--- src/sv/dpb_pkg.sv ---
// ============================================================================
// dpb_pkg
// Shared types, widths and constants for the depth pixel back-projection
// block.
// ============================================================================
`default_nettype none

package dpb_pkg;

    // Largest frame the column and row counters are built for.
    localparam int MAX_WIDTH  = 1024;
    localparam int MAX_HEIGHT = 1024;

    // Field widths.
    localparam int DIM_W    = 11;
    localparam int FOCAL_W  = 24;
    localparam int VDIST_W  = 32;
    localparam int DEPTH_W  = 16;
    localparam int MAG_W    = DEPTH_W - 1;
    localparam int COORD_W  = 25;
    localparam int GRAY_W   = 16;
    localparam int FRAC_W   = 24;

    // Counter and datapath widths.
    localparam int CNT_W   = $clog2(MAX_WIDTH);
    localparam int RCNT_W  = $clog2(MAX_HEIGHT);
    localparam int HALF_W  = DIM_W - 1;
    localparam int CNT_MAX_W = (CNT_W > RCNT_W) ? CNT_W : RCNT_W;
    localparam int OFS_W   = ((CNT_MAX_W > HALF_W) ? CNT_MAX_W : HALF_W) + 1;
    localparam int CMP_W   = ((CNT_MAX_W + 1) > DIM_W) ? (CNT_MAX_W + 1) : DIM_W;
    localparam int PD_W    = OFS_W + MAG_W + 1;
    localparam int PP_W    = PD_W + FOCAL_W + 1;
    localparam int T_W     = MAG_W + VDIST_W;

    // Integer part of a rounded Q24 product magnitude.
    localparam int M_W     = PP_W + 1 - FRAC_W;

    // Queue between the front and the back.
    localparam int QUEUE_DEPTH = 4;
    localparam int QPTR_W      = $clog2(QUEUE_DEPTH);

    // Configuration port.
    localparam int CFG_IDX_W  = 4;
    localparam int CFG_DATA_W = 32;

    localparam logic [CFG_IDX_W-1:0] REG_FRAME_WIDTH       = CFG_IDX_W'(0);
    localparam logic [CFG_IDX_W-1:0] REG_FRAME_HEIGHT      = CFG_IDX_W'(1);
    localparam logic [CFG_IDX_W-1:0] REG_INV_FOCAL_Q24     = CFG_IDX_W'(2);
    localparam logic [CFG_IDX_W-1:0] REG_INV_VIEW_DIST_Q32 = CFG_IDX_W'(3);

    localparam logic [DIM_W-1:0]   RST_FRAME_WIDTH   = DIM_W'(640);
    localparam logic [DIM_W-1:0]   RST_FRAME_HEIGHT  = DIM_W'(480);
    localparam logic [FOCAL_W-1:0] RST_INV_FOCAL     = FOCAL_W'(29418);
    localparam logic [VDIST_W-1:0] RST_INV_VIEW_DIST = VDIST_W'(2147484);

    typedef struct packed {
        logic [DIM_W-1:0]   frame_width;
        logic [DIM_W-1:0]   frame_height;
        logic [FOCAL_W-1:0] inv_focal_q24;
        logic [VDIST_W-1:0] inv_view_distance_q32;
    } cfg_t;

    // One valid pixel handed from the front to the back.
    typedef struct packed {
        logic signed [OFS_W-1:0] ofs_x;
        logic signed [OFS_W-1:0] ofs_y;
        logic [MAG_W-1:0]        depth;
    } qitem_t;

endpackage

`default_nettype wire

--- src/sv/dpb_queue.sv ---
// ============================================================================
// dpb_queue
// Short first-in first-out queue that decouples the front from the back.
// ============================================================================
`default_nettype none

module dpb_queue
    import dpb_pkg::*;
(
    input  wire logic   clk,
    input  wire logic   rst_n,
    input  wire qitem_t push_data,
    input  wire logic   push_valid,
    output logic        push_ready,
    output qitem_t      pop_data,
    output logic        pop_valid,
    input  wire logic   pop_ready
);

    qitem_t              entry_reg [QUEUE_DEPTH];
    logic [QPTR_W-1:0]   wr_ptr_reg, wr_ptr_next;
    logic [QPTR_W-1:0]   rd_ptr_reg, rd_ptr_next;
    logic [QPTR_W:0]     count_reg, count_next;
    logic                do_push;
    logic                do_pop;

    assign push_ready = (count_reg != (QPTR_W+1)'(QUEUE_DEPTH));
    assign pop_valid  = (count_reg != '0);
    assign pop_data   = entry_reg[rd_ptr_reg];

    assign do_push = push_valid && push_ready;
    assign do_pop  = pop_valid && pop_ready;

    always_comb
    begin
        wr_ptr_next = wr_ptr_reg;
        rd_ptr_next = rd_ptr_reg;
        count_next  = count_reg;
        if (do_push)
            wr_ptr_next = (wr_ptr_reg == QPTR_W'(QUEUE_DEPTH - 1)) ? '0
                                                                    : wr_ptr_reg + QPTR_W'(1);
        if (do_pop)
            rd_ptr_next = (rd_ptr_reg == QPTR_W'(QUEUE_DEPTH - 1)) ? '0
                                                                    : rd_ptr_reg + QPTR_W'(1);
        if (do_push && !do_pop)
            count_next = count_reg + (QPTR_W+1)'(1);
        else if (do_pop && !do_push)
            count_next = count_reg - (QPTR_W+1)'(1);
    end

    always_ff @(posedge clk or negedge rst_n)
    begin
        if (!rst_n)
        begin
            wr_ptr_reg <= '0;
            rd_ptr_reg <= '0;
            count_reg  <= '0;
        end
        else
        begin
            wr_ptr_reg <= wr_ptr_next;
            rd_ptr_reg <= rd_ptr_next;
            count_reg  <= count_next;
        end
    end

    always_ff @(posedge clk)
    begin
        if (do_push)
            entry_reg[wr_ptr_reg] <= push_data;
    end

endmodule

`default_nettype wire

--- config.mk ---
export PLATFORM = sky130hd
export DESIGN_NAME = dpb_queue
export DESIGN_NICKNAME = d
export VERILOG_FILES = /design/src/sv/dpb_pkg.sv /design/src/sv/dpb_queue.sv
export SDC_FILE = /design/constraint.sdc
export NUM_CORES = 1
export LEC_CHECK = 0
export BUFFER_PORTS_ARGS = -buffer_cell sky130_fd_sc_hd__buf_2
export CAP_MARGIN = 10
export CORE_MARGIN = 2
export CORE_UTILIZATION = 56
export DETAILED_ROUTE_END_ITERATION = 7
export PLACE_DENSITY = 0.78
export REMOVE_ABC_BUFFERS = 1
export SYNTH_ARGS = -nofsm -noshare
export SYNTH_HDL_FRONTEND = slang
export SYNTH_SLANG_ARGS = --single-unit
export TNS_END_PERCENT = 50
--- constraint.sdc ---
create_clock -name clk -period 2.7 [get_ports clk]
set_clock_uncertainty 0.1 [all_clocks]
set_input_delay 0 -clock clk [delete_from_list [all_inputs] [get_ports clk]]
set_output_delay 0 -clock clk [all_outputs]
set_load 0.01 [all_outputs]
==> metrics.md, run 1 <==
| Metric | Value |
|---|---|
| Port bufs | `79` |
| Cell area power density | `1080 nW/um2` |
| Layout area overhead | `27.3%` |
| Cell area after layout | `7340 um2` |
| Row count | `37` |
| Synthesized instance count | `229` |
| Leakage | `2.60 nW` |
| Initial Util | `56.9%` |
| Min Tclk post-route | `2.46 ns` |
| First-pass GRT wire length | `15800 um` |
| Number of global-route vias before repair | `2998` |
| Worst path required time | `2.60 ns` |
| Most frequent cells in the layout | `148 x edfxtp_1, 79 x buf_2, 41 x dlygate4sd3_1` |
| Post-place setup slack | `0.389 ns` |
| Startpoint Class | `register` |
| Fin. max-slew vios | `0` |
| Max reg flops | `148` |
| CTS root buffer | `clkbuf_8` |
| DIE WIDTH | `105 um` |
| Peak Freq | `0.406 GHz` |
| Setup_tns | `0 ns` |
| WHS | `0.135 ns` |
| Final setup vio count | `0` |
| Max Fanout on Critical Path | `20` |
| Placed cell area | `6350 um2` |
| Actual slew at the worst max-slew pin | `0.984 ns` |
| Longest Clk Path Bufs | `2` |
| Via count | `2788` |
| CP arrival | `2.36 ns` |
| Worst Setup End Kind | `primary output` |
| Max_cap viols | `0` |
| GR Util All Layers | `19.7%` |
| Final worst slack | `0.239 ns` |
| First-pass iteration count of the detailed router | `4` |
| Drt drc | `0` |
| IO Count | `80` |
| Routed Antenna Nets | `0` |
| RSZ-0062 raised after global routing | `no` |
| Sequential share of the synthesized area | `80.1%` |
| Flops & latches, synth | `155` |
| Worst skew pair latency | `0.51 ns` |
| Grt total ovfl | `0` |
| # placed instances | `442` |
| Relative slew slack | `34.4%` |
| Vias per cell | `5.42` |
| Largest net degree at the start of global routing | `38` |
| Worst min path class | `primary input to register` |
| Post-CTS sizing | `0` |
| Share of layout cells above drive strength 1 | `43.7%` |
| Clock transition at path regs | `0.06 ns` |
| Total Routed Length | `10200 um` |
| Syn Area/Cell | `25.2 um2` |
| HPWL after DPL | `5590 um` |
| Yosys warns | `0` |
| CTS Buf Count | `17` |
| Critical path class | `register to primary output` |
| Net count, final | `414` |
| CTS sink count | `155` |
| Number of H-tree levels | `4` |
| CTS tree | `done` |
| Final GP Congestion | `0.689` |
| Syn Std Cell Area | `5770 um2` |
| Final Hold Viols | `0` |
| Final period utilization | `91.2%` |
| Status | `finished, final reports clean` |
| Drt wl/cell | `19.9 um` |
| Core area | `10100 um2` |
| Post-synthesis cell type count | `19` |
| Initial antenna violation count | `0` |
| Total power | `7.94 mW` |
| Max VDD drop | `1180 uV` |
| Commonest non-fill, non-tap cell in the layout | `edfxtp_1` |
| Die height | `105 um` |
| Die area | `11100 um2` |
| Fin util | `72.4%` |
| Antenna Cells | `0` |
| DRT iter0 DRCs | `156` |
| Fin cells | `514` |
==> path summary, 6_finish.rpt <==
kind,cells after the start,startpoint,endpoint,slack [ns]
worst min register to register,1,count_reg[2],count_reg[2],0.40
worst max-delay path,3,rd_ptr_reg[0],pop_data[17],0.24
worst max register to register,8,count_reg[1],count_reg[2],0.36
worst min-delay path,2,push_data[0],entry_reg[3][0],0.14
min in group asynchronous,3,rst_n,count_reg[2],0.34
max in group asynchronous,3,rst_n,rd_ptr_reg[1],1.88
==> power breakdown <==
group	total (mW)	switching (mW)	leakage [nW]	internal, mW
combinational	2.12	1.02	0.892	1.10
clock	2.32	0.918	0.276	1.41
sequential	3.50	0.302	1.44	3.19
total	7.94	2.24	2.60	5.70
==> cell usage after synthesis <==
master    number  share of area (%)
clkbuf_1       1              0.065
nand2_1        1              0.065
xnor2_1        1               0.15
xor2_1         2               0.30
mux2_4         2               0.52
nor2_1         3               0.20
buf_2          5               0.43
ha_1           6                1.3
fa_1           1               0.35
edfxtp_1     148                 77
buf_4          2               0.26
or3b_4         1               0.20
or3_2          1               0.13
mux2_2         3               0.59
inv_1          3               0.20
and3_2         4               0.52
and2_4         1               0.15
dfrtp_1        7                3.0
mux4_2        37                 14
==> critical path, stage by stage, from the launching register on <==
cell     delay [ns]
dfrtp_2        0.82
buf_4          0.31
mux4_2         0.54
buf_2          0.16
==> layer usage <==
metal,track usage [%],share of wire [%]
met1,24.5,42
met2,34.1,53
met3,4.21,3.8
met4,8.10,1.1
met5,0,0
==> kinds of logic (layout without fill, tap and decap cells) <==
logic type	count (synthesis)	in the layout	share of synthesized area, %
flip-flops	155	155	80.1
buffers and inverters	11	160	0.955
adder cells (fa/ha/maj)	7	7	1.65
AND/OR/NAND/NOR	11	11	1.26
XOR/XNOR	3	3	0.456
multiplexers	42	42	15.6
==> what timing repair did <==
action,in CTS,in global routing
hold buffers,41,0
buffers inserted,0,0
setup endpoints to repair,0,0
hold endpoints to repair,161,0
==> cell type report <==
cell class,count,area (um2)
tap,136,170
multi-input combinational,63,1090
clock buffer,17,414
clock inverter,14,169
inverter,3,11.3
fill,587,2800
sequential,155,4620
timing repair buffer,126,863
Power figures use the tool's default switching activity.
==> inputs of run 2 (changes only) <==
Settings changed: GPL_TIMING_DRIVEN from default to 0.
==> run 2 against run 1 <==
Critical path depth did not move. Die area did not move. Global-route usage fell by 0.52 points. Via count barely moved. Sequential cell count did not move. Utilization barely moved. Setup slack got worse by 0.0096 ns. Combinational power rose by 2%. Non-clock buffer count fell by 4. Hold slack got worse by 0.016 ns. Largest cell class unchanged.
==> metrics.md, run 2 (synthesized netlist as in run 1, its figures left out) <==
| Metric | Value |
|---|---|
| R2R Path Start | `count_reg[0]` |
| CTS root buffer | `clkbuf_8` |
| Fillers | `609` |
| Number of H-tree levels | `4` |
| Cell area after layout | `7340 um2` |
| Relative slew slack | `33.3%` |
| RSZ-0062 raised after global routing | `no` |
| Worst reg2reg path depth | `8` |
| Initial Util | `56.9%` |
| # placed instances | `438` |
| Final GP Congestion | `0.670` |
| Longest Clk Path Bufs | `2` |
| Row count | `37` |
| Total Routed Length | `9810 um` |
| R2r endpoint | `count_reg[2]` |
| Actual slew at the worst max-slew pin | `1.00 ns` |
| Max VDD drop | `1350 uV` |
| Worst skew pair latency | `0.52 ns` |
| Final setup vio count | `0` |
| Port bufs | `79` |
| Grt total ovfl | `0` |
| Final period utilization | `91.5%` |
| Status | `finished, final reports clean` |
| Worst path required time | `2.60 ns` |
| Via count | `2790` |
| Placed cell area | `6330 um2` |
| Fin util | `72.4%` |
| Worst min path class | `primary input to register` |
| Final worst slack | `0.229 ns` |
| Fin cells | `511` |
| Routed Antenna Nets | `0` |
| Initial antenna violation count | `0` |
| Startpoint Class | `register` |
| Critical Path Source | `rd_ptr_reg[0]` |
| Peak Freq | `0.405 GHz` |
| Multi-input logic area | `1090 um2` |
| Core area | `10100 um2` |
| Critical path class | `register to primary output` |
| Cell area power density | `1090 nW/um2` |
| First-pass GRT wire length | `15400 um` |
| Die area | `11100 um2` |
| HPWL after DPL | `5270 um` |
| Net count, final | `410` |
| Leakage | `2.60 nW` |
| Post-place setup slack | `0.329 ns` |
| Clock transition at path regs | `0.07 ns` |
| GR Util All Layers | `19.2%` |
| Max reg flops | `148` |
| Number of global-route vias before repair | `2980` |
| Layout area overhead | `27.3%` |
| First-pass iteration count of the detailed router | `4` |
| Fin. max-slew vios | `0` |
| Setup Fix Bufs, Post-CTS | `0` |
| Most frequent cells in the layout | `148 x edfxtp_1, 79 x buf_2, 41 x dlygate4sd3_1` |
| Share of layout cells above drive strength 1 | `43.7%` |
| CTS sink count | `155` |
| Drt drc | `0` |
| Vias per cell | `5.46` |
| CTS tree | `done` |
| Commonest non-fill, non-tap cell in the layout | `edfxtp_1` |
| Crit path to | `pop_data[11]` |
| Min Tclk post-route | `2.47 ns` |
| CP arrival | `2.37 ns` |
| R2r setup slk | `0.34 ns` |
| Worst Setup End Kind | `primary output` |
| Max_cap viols | `0` |
| Final Hold Viols | `0` |
| CTS Buf Count | `17` |
| DRT iter0 DRCs | `140` |
| Antenna Cells | `0` |
| Max Fanout on Critical Path | `21` |
| DIE WIDTH | `105 um` |
| Drt wl/cell | `19.2 um` |
| Post-CTS sizing | `0` |
| IO Count | `80` |
| Die height | `105 um` |
| Hold_buf cts | `41` |
| Sequential Area | `4620 um2` |
| Largest net degree at the start of global routing | `38` |
| WHS | `0.120 ns` |
[run 2: cell count changes in the layout (fill, tap and decap cells not counted)]
cell        previous run  this run
clkinv_2               1         2
clkinv_1               2         0
clkinv_4               1         3
buf_12                 1         2
clkinvlp_4             3         2
inv_8                  0         1
buf_4                  5         0
[run 2: critical path, stage by stage, from the launching register on]
cell and delay [ns]:
dfrtp_2 0.84, buf_12 0.29, mux4_2 0.55, buf_2 0.16
[run 2: per-layer routing]
metal	track usage [%]	vias to the layer above	part of all wire (%)
met5	0	-	0
met4	5.71	0	1.0
met3	6.99	10	5.1
met2	32.3	76	51
met1	23.6	1466	42
li1	-	1238	-
[run 2: cell type report]
class | count | share of cell area, %
Sequential cell | 155 | 63.0
Tap cell | 136 | 2.32
Multi-Input combinational cell | 63 | 14.9
Timing Repair Buffer | 122 | 11.5
Clock buffer | 17 | 5.64
Clock inverter | 15 | 2.56
Inverter | 3 | 0.153
[run 2: metrics by stage]
stage          setup TNS [ns]  power [mW]
2_1_floorplan               0        4.81
3_3_place_gp           -16.01        5.56
3_5_place_dp                0        5.65
4_1_cts                     0        8.10
5_1_grt                     0        8.35
6_report                    0        7.99
[run 2: where the power goes]
group / leakage, nW / switching [mW] / internal [mW] / total (mW)
sequential: 1.44 / 0.244 / 3.20 / 3.44
clock: 0.291 / 0.960 / 1.43 / 2.39
combinational: 0.876 / 1.07 / 1.09 / 2.16
total: 2.60 / 2.27 / 5.72 / 7.99
[run 2: worst min-delay path by stage]
stage / start / end / slack, ns / cells after the start
floorplan: rst_n / count_reg[0] / -0.40 / 0
global placement: rst_n / wr_ptr_reg[1] / -0.26 / 1
detailed placement: rst_n / wr_ptr_reg[0] / -0.25 / 1
CTS: push_data[26] / entry_reg[3][26] / 0.1 / 2
global route: push_data[30] / entry_reg[1][30] / 0.11 / 2
finish: push_data[26] / entry_reg[3][26] / 0.12 / 2
