`src/sv/dpb_pkg.sv`:
```
// ============================================================================
// dpb_pkg
// Shared types, widths and constants for the depth pixel back-projection
// block.
// ============================================================================
`default_nettype none

package dpb_pkg;

    // Largest frame the column and row counters are built for.
    localparam int MAX_WIDTH  = 1024;
    localparam int MAX_HEIGHT = 1024;

    // Field widths.
    localparam int DIM_W    = 11;
    localparam int FOCAL_W  = 24;
    localparam int VDIST_W  = 32;
    localparam int DEPTH_W  = 16;
    localparam int MAG_W    = DEPTH_W - 1;
    localparam int COORD_W  = 25;
    localparam int GRAY_W   = 16;
    localparam int FRAC_W   = 24;

    // Counter and datapath widths.
    localparam int CNT_W   = $clog2(MAX_WIDTH);
    localparam int RCNT_W  = $clog2(MAX_HEIGHT);
    localparam int HALF_W  = DIM_W - 1;
    localparam int CNT_MAX_W = (CNT_W > RCNT_W) ? CNT_W : RCNT_W;
    localparam int OFS_W   = ((CNT_MAX_W > HALF_W) ? CNT_MAX_W : HALF_W) + 1;
    localparam int CMP_W   = ((CNT_MAX_W + 1) > DIM_W) ? (CNT_MAX_W + 1) : DIM_W;
    localparam int PD_W    = OFS_W + MAG_W + 1;
    localparam int PP_W    = PD_W + FOCAL_W + 1;
    localparam int T_W     = MAG_W + VDIST_W;

    // Integer part of a rounded Q24 product magnitude.
    localparam int M_W     = PP_W + 1 - FRAC_W;

    // Queue between the front and the back.
    localparam int QUEUE_DEPTH = 4;
    localparam int QPTR_W      = $clog2(QUEUE_DEPTH);

    // Configuration port.
    localparam int CFG_IDX_W  = 4;
    localparam int CFG_DATA_W = 32;

    localparam logic [CFG_IDX_W-1:0] REG_FRAME_WIDTH       = CFG_IDX_W'(0);
    localparam logic [CFG_IDX_W-1:0] REG_FRAME_HEIGHT      = CFG_IDX_W'(1);
    localparam logic [CFG_IDX_W-1:0] REG_INV_FOCAL_Q24     = CFG_IDX_W'(2);
    localparam logic [CFG_IDX_W-1:0] REG_INV_VIEW_DIST_Q32 = CFG_IDX_W'(3);

    localparam logic [DIM_W-1:0]   RST_FRAME_WIDTH   = DIM_W'(640);
    localparam logic [DIM_W-1:0]   RST_FRAME_HEIGHT  = DIM_W'(480);
    localparam logic [FOCAL_W-1:0] RST_INV_FOCAL     = FOCAL_W'(29418);
    localparam logic [VDIST_W-1:0] RST_INV_VIEW_DIST = VDIST_W'(2147484);

    typedef struct packed {
        logic [DIM_W-1:0]   frame_width;
        logic [DIM_W-1:0]   frame_height;
        logic [FOCAL_W-1:0] inv_focal_q24;
        logic [VDIST_W-1:0] inv_view_distance_q32;
    } cfg_t;

    // One valid pixel handed from the front to the back.
    typedef struct packed {
        logic signed [OFS_W-1:0] ofs_x;
        logic signed [OFS_W-1:0] ofs_y;
        logic [MAG_W-1:0]        depth;
    } qitem_t;

endpackage

`default_nettype wire

```
`src/sv/dpb_pixel_if.sv`:
```
// ============================================================================
// dpb_pixel_if
// Depth pixel channel: valid/ready handshake with depth and frame start.
// ============================================================================
`default_nettype none

interface dpb_pixel_if
    import dpb_pkg::*;
();
    logic                      valid;
    logic                      ready;
    logic signed [DEPTH_W-1:0] depth_mm;
    logic                      frame_start;

    modport source (output valid, output depth_mm, output frame_start, input ready);
    modport sink   (input valid, input depth_mm, input frame_start, output ready);
endinterface

`default_nettype wire

```
`src/sv/dpb_front.sv`:
```
// ============================================================================
// dpb_front
// Tracks column and row of the raster stream, drops non-positive depths and
// queues the pixel offsets from the frame center for the back end.
// ============================================================================
`default_nettype none

module dpb_front
    import dpb_pkg::*;
(
    input  wire logic        clk,
    input  wire logic        rst_n,
    input  wire cfg_t        cfg,
    dpb_pixel_if.sink        pixel,
    output qitem_t           push_data,
    output logic             push_valid,
    input  wire logic        push_ready
);

    logic [CNT_W-1:0]  col_reg, col_next;
    logic [RCNT_W-1:0] row_reg, row_next;

    logic [DIM_W-1:0]  w_eff;
    logic [DIM_W-1:0]  h_eff;
    logic [CNT_W-1:0]  cur_col;
    logic [RCNT_W-1:0] cur_row;
    logic [CMP_W-1:0]  col_inc;
    logic [CMP_W-1:0]  row_inc;
    logic              accept;
    logic              depth_pos;

    always_comb
    begin
        if (cfg.frame_width == '0)
            w_eff = DIM_W'(1);
        else if (int'(cfg.frame_width) > MAX_WIDTH)
            w_eff = DIM_W'(MAX_WIDTH);
        else
            w_eff = cfg.frame_width;

        if (cfg.frame_height == '0)
            h_eff = DIM_W'(1);
        else if (int'(cfg.frame_height) > MAX_HEIGHT)
            h_eff = DIM_W'(MAX_HEIGHT);
        else
            h_eff = cfg.frame_height;
    end

    assign pixel.ready = push_ready;
    assign accept      = pixel.valid && pixel.ready;
    assign depth_pos   = !pixel.depth_mm[DEPTH_W-1] && (pixel.depth_mm != '0);

    // A frame start places this very pixel at column 0, row 0.
    assign cur_col = pixel.frame_start ? '0 : col_reg;
    assign cur_row = pixel.frame_start ? '0 : row_reg;

    assign col_inc = CMP_W'(cur_col) + CMP_W'(1);
    assign row_inc = CMP_W'(cur_row) + CMP_W'(1);

    always_comb
    begin
        col_next = col_reg;
        row_next = row_reg;
        if (accept)
        begin
            col_next = cur_col + CNT_W'(1);
            row_next = cur_row;
            if (col_inc >= CMP_W'(w_eff))
            begin
                col_next = '0;
                row_next = cur_row + RCNT_W'(1);
                if (row_inc >= CMP_W'(h_eff))
                    row_next = '0;
            end
        end
    end

    always_ff @(posedge clk or negedge rst_n)
    begin
        if (!rst_n)
        begin
            col_reg <= '0;
            row_reg <= '0;
        end
        else
        begin
            col_reg <= col_next;
            row_reg <= row_next;
        end
    end

    always_comb
    begin
        push_data.ofs_x = $signed(OFS_W'(cur_col)) - $signed(OFS_W'(w_eff[DIM_W-1:1]));
        push_data.ofs_y = $signed(OFS_W'(cur_row)) - $signed(OFS_W'(h_eff[DIM_W-1:1]));
        push_data.depth = pixel.depth_mm[MAG_W-1:0];
    end

    assign push_valid = accept && depth_pos;

endmodule

`default_nettype wire

```
`src/flat_wrapper.sv`:
```
// flat-port wrapper written by rule: the top's interface ports become plain ports
module dpb_front_flat import dpb_pkg::*;
  (clk, rst_n, cfg, push_data, push_valid, push_ready, pixel_valid, pixel_depth_mm, pixel_frame_start, pixel_ready);
  dpb_pixel_if pixel_i ();
  input  wire logic clk;
  input  wire logic rst_n;
  input  wire cfg_t cfg;
  output qitem_t push_data;
  output logic push_valid;
  input  wire logic push_ready;
  input wire logic [$bits(pixel_i.valid)-1:0] pixel_valid;
  input wire logic [$bits(pixel_i.depth_mm)-1:0] pixel_depth_mm;
  input wire logic [$bits(pixel_i.frame_start)-1:0] pixel_frame_start;
  output wire logic [$bits(pixel_i.ready)-1:0] pixel_ready;
  assign pixel_i.valid = pixel_valid;
  assign pixel_i.depth_mm = pixel_depth_mm;
  assign pixel_i.frame_start = pixel_frame_start;
  assign pixel_ready = pixel_i.ready;
  dpb_front u_core (.clk(clk), .rst_n(rst_n), .cfg(cfg), .pixel(pixel_i), .push_data(push_data), .push_valid(push_valid), .push_ready(push_ready));
endmodule
```
`config.mk`:
```
export PLATFORM = sky130hd
export DESIGN_NAME = dpb_front_flat
export DESIGN_NICKNAME = d
export VERILOG_FILES = /design/src/sv/dpb_pkg.sv /design/src/sv/dpb_pixel_if.sv /design/src/sv/dpb_front.sv /design/src/flat_wrapper.sv
export SDC_FILE = /design/constraint.sdc
export NUM_CORES = 1
export LEC_CHECK = 0
export BUFFER_PORTS_ARGS = -buffer_cell sky130_fd_sc_hd__buf_2
export CAP_MARGIN = 20
export CORE_MARGIN = 5
export CORE_UTILIZATION = 40
export CTS_CLUSTER_SIZE = 28
export DETAILED_ROUTE_END_ITERATION = 10
export PLACE_DENSITY = 0.7
export SETUP_SLACK_MARGIN = 0.3
export SYNTH_ARGS = -nofsm -noshare
export SYNTH_HDL_FRONTEND = slang
export SYNTH_SLANG_ARGS = --single-unit
```
`constraint.sdc`:
```
create_clock -name clk -period 3.7 [get_ports clk]
set_input_delay 0.37 -clock clk [delete_from_list [all_inputs] [get_ports clk]]
set_output_delay 0.37 -clock clk [all_outputs]
set_load 0.02 [all_outputs]
```
==> qor_table.md <==
| Item | This run |
|:---|:---|
| Portion of total power attributed to the clock network | 21.3% |
| Post-DRT Antenna Nets | 0 |
| Post-CTS setup buffer count | 0 |
| CP startpoint kind | flip-flop |
| Leading post-synthesis cells by cell area | sky130_fd_sc_hd__ha_1, sky130_fd_sc_hd__dfrtp_1, sky130_fd_sc_hd__nand2_1 |
| Cts bufs inserted | 3 |
| Pin count of the biggest net entering global routing | 28 |
| Max Root-Sink Buffers | 2 |
| Switching Power | 307.3 uW |
| Top library cells by usage in the layout, fill and taps aside | sky130_fd_sc_hd__buf_2, sky130_fd_sc_hd__nand2_1, sky130_fd_sc_hd__ha_1 |
| Die Outline Area | 9511 sq um |
| Number of fillers in the final layout | 782 |
| CTS H-tree lvls | 1 |
| Area overhead of the layout relative to synthesis | 15.68% |
| Post-synthesis sequential element count | 20 |
| Max-capacitance violation count | 0 |
| Starting density of the core | 40.28% |
| Post-synth EDFFs | 0 |
| Type of the worst setup path | flip-flop to output pin |
| Post-layout min period | 3.088 ns |
| Cell area after synthesis | 3064 sq um |
| GRT Overall Usage | 14.99% |
| Most common library cell in the layout ignoring fill and taps | sky130_fd_sc_hd__buf_2 |
| Initial DRC Count | 92 |
| Worst rel slew slack | 70.53% |
| Power Density | 219.8 nW/um^2 |
| Actual transition at the worst max-transition pin | 0.4309 ns |
| Worst reg-to-reg path cell count | 15 |
| Register-to-register setup slack | 0.61 ns |
| I/O pin count | 138 |
| Yosys warns | 0 |
| Final worst-path cycle share | 83.47% |
| Synthesized area per cell | 7.877 sq um |
| Worst clock skew | 0.004483 ns |
| Die Y | 97.53 microns |
| Worst hold margin | 0.04736 ns |
| Clock Root Buffer | sky130_fd_sc_hd__clkbuf_8 |
| Reg2reg start | u_core.row_reg[0] |
| Total number of placement rows | 32 |
| Total number of vias | 2,953 |
| DRT Pass-1 Iters | 4 |
| CTS tree | built |
| Finished layout cell area | 3545 sq um |
| Cell taking the most area after synthesis | sky130_fd_sc_hd__ha_1 |
| Synth Flop Type | sky130_fd_sc_hd__dfrtp_1 |
| Cell leakage power | 1.842 nW |
| Global placement routability congestion | 0.8072 |
| Worst flop-to-flop path endpoint | u_core.row_reg[6] |
| Net Sw Frac | 39.45% |
| Run status | complete, no violations |
| Horiz. Die Dim | 97.53 microns |
| Synthesized Nets | 534 |
| Top cell type's share of synthesized area | 17.97% |
| Sequential power share | 30.5% |
| Later-pin clock latency in the skew report | 0.26 ns |
| Placed Area | 3477 sq um |
| Area of the multi-input gates | 2306 sq um |
| Count of instances resized after the clock tree is built | 0 |
| Proportion of synthesized flip-flops having asynchronous set or reset | 100.0% |
| Setup Viol. Count Final | 0 |
| Worst path required time | 3.33 ns |
| Post-Syn Instances | 389 |
| Core box area | 7607 sq um |
| Vias in the first global route | 2,883 |
| Total length of routed wires | 7113 microns |
| Distinct cell type count of the synthesized netlist | 59 |
| Post-DP HPWL | 5963 microns |
| Antenna violations before repair | 0 |
| GRT overflow | 0 |
| First-pass GRT wire length | 12,590 microns |
| Count of final max-slew check failures | 0 |
| Max Clk Rate | 323.8 MHz |
| Final total negative setup slack | 0 ns |
| Total number of clock tree sinks | 20 |
| Total internal power | 471.8 uW |
| Maximum fanout along the worst path | 3 |
| Place WS | 0.2388 ns |
| HP Class | input pin to asynchronous set/reset pin |
| Clock-pin transition on the worst setup and hold timing paths | 0.07 ns |
| Data arrival time of the critical path | 2.72 ns |
| Part of the total power dissipated in combinational logic | 48.1% |
| Final hold violation count | 0 |
| Antenna diodes | 0 |
| Detail-routed via count per cell | 5.302 |
| Total Nets Final | 601 |
| Worst Setup End Kind | output pin |
| Quantity of hold-fixing buffers added after cts | 0 |
| Fraction of final layout cells with drive strength greater than 1 | 26.37% |
| Unrepaired setup endpoints after global routing | true |
| Sequential Area | 500.5 sq um |
| Sequential fraction of the synthesis area | 16.33% |
| Maximum vdd drop | 0.1048 mV |
| Final setup slack of the worst path | 0.6115 ns |
| DR WL/cell | 12.77 microns |
| Drc violations | 0 |
| PortBufs | 81 |
==> worst max-delay path by stage <==
| stage | from | to | slack [ns] | cells after the start |
|---|---|---|---|---|
| 6_report | u_core.col_reg[0] | push_data[34] | 0.61 | 12 |
| 5_1_grt | u_core.col_reg[0] | push_data[34] | 0.28 | 12 |
| 3_3_place_gp | pixel_frame_start | u_core.row_reg[0] | 0.30 | 15 |
| 2_1_floorplan | pixel_frame_start | u_core.row_reg[6] | 0.39 | 17 |
| 4_1_cts | pixel_frame_start | u_core.row_reg[0] | 0.51 | 15 |
| 3_5_place_dp | pixel_frame_start | u_core.row_reg[0] | 0.24 | 15 |
==> power by group through the flow <==
stage | Combinational, mW | Sequential, mW | Clock, mW
global placement | 0.369 | 0.241 | 0
global route | 0.420 | 0.240 | 0.180
finish | 0.375 | 0.238 | 0.166
floorplan | 0.271 | 0.238 | 0
detailed placement | 0.377 | 0.242 | 0
CTS | 0.379 | 0.238 | 0.171
==> cell families after synthesis <==
group                      after synthesis  synth area share, %
AOI/OAI and AO/OA                       73                17.76
xor gates and xnor gates                25                7.636
adders and majority gates               46                19.27
buffers and inverters                   50                8.697
DFF                                     20                16.33
muxes                                    2               0.6534
and+or+nand+nor                        173                29.65
==> through the flow <==
step	instances	utilization (%)	total power [mW]
final	557	46.60	0.7791
after global routing	557	46.60	0.8389
after CTS	557	46.43	0.7874
after detailed placement	553	45.71	0.6184
after global placement	553	45.71	0.6102
after floorplan	389	-	0.5087
==> layer usage <==
metal,track usage [%],part of all wire (%),wire [microns],vias to the layer above
li1,-,-,-,1512
met1,19.44,46,3297,1373
met2,26.83,48,3431,63
met3,1.436,4.4,310,5
met4,3.195,1.0,73,0
met5,0,0,0,-
==> cell type report <==
cell class,instances,share of cell area [%]
clock buffers,4,1.553
flip-flops and latches,20,14.12
well taps,102,3.600
inverters,23,2.541
repair buffers,89,13.13
multi-input cells,319,65.05
==> synth_stat cells, types with 3 or more instances <==
cell type	count
sky130_fd_sc_hd__a21o_1	4
sky130_fd_sc_hd__a21oi_1	15
sky130_fd_sc_hd__a31oi_1	5
sky130_fd_sc_hd__a32oi_1	4
sky130_fd_sc_hd__and2_1	3
sky130_fd_sc_hd__and3_1	10
sky130_fd_sc_hd__buf_2	3
sky130_fd_sc_hd__buf_4	18
sky130_fd_sc_hd__clkbuf_1	4
sky130_fd_sc_hd__dfrtp_1	20
sky130_fd_sc_hd__ha_1	44
sky130_fd_sc_hd__inv_1	21
sky130_fd_sc_hd__nand2_1	55
sky130_fd_sc_hd__nand2b_1	6
sky130_fd_sc_hd__nand3_1	17
sky130_fd_sc_hd__nand4_1	4
sky130_fd_sc_hd__nor2_1	21
sky130_fd_sc_hd__nor2b_1	24
sky130_fd_sc_hd__nor3_1	6
sky130_fd_sc_hd__nor4_1	11
sky130_fd_sc_hd__o211ai_1	3
sky130_fd_sc_hd__o21ai_0	13
sky130_fd_sc_hd__o21ai_1	4
sky130_fd_sc_hd__o21ai_2	5
sky130_fd_sc_hd__or3_1	4
sky130_fd_sc_hd__xnor2_1	14
sky130_fd_sc_hd__xor2_1	9
==> critical path, cell delays in order, from the launching register on <==
cell                       delay [ns]
sky130_fd_sc_hd__dfrtp_1         0.36
sky130_fd_sc_hd__nor2b_1         0.17
sky130_fd_sc_hd__buf_4           0.16
sky130_fd_sc_hd__inv_1           0.04
sky130_fd_sc_hd__ha_1            0.21
sky130_fd_sc_hd__fa_1            0.40
sky130_fd_sc_hd__nor2b_1         0.11
sky130_fd_sc_hd__o21ai_0         0.10
sky130_fd_sc_hd__a21boi_1        0.19
sky130_fd_sc_hd__o21ai_0         0.12
sky130_fd_sc_hd__a21oi_1         0.25
sky130_fd_sc_hd__xor2_1          0.16
sky130_fd_sc_hd__buf_2           0.17
Power figures use the tool's default switching activity.
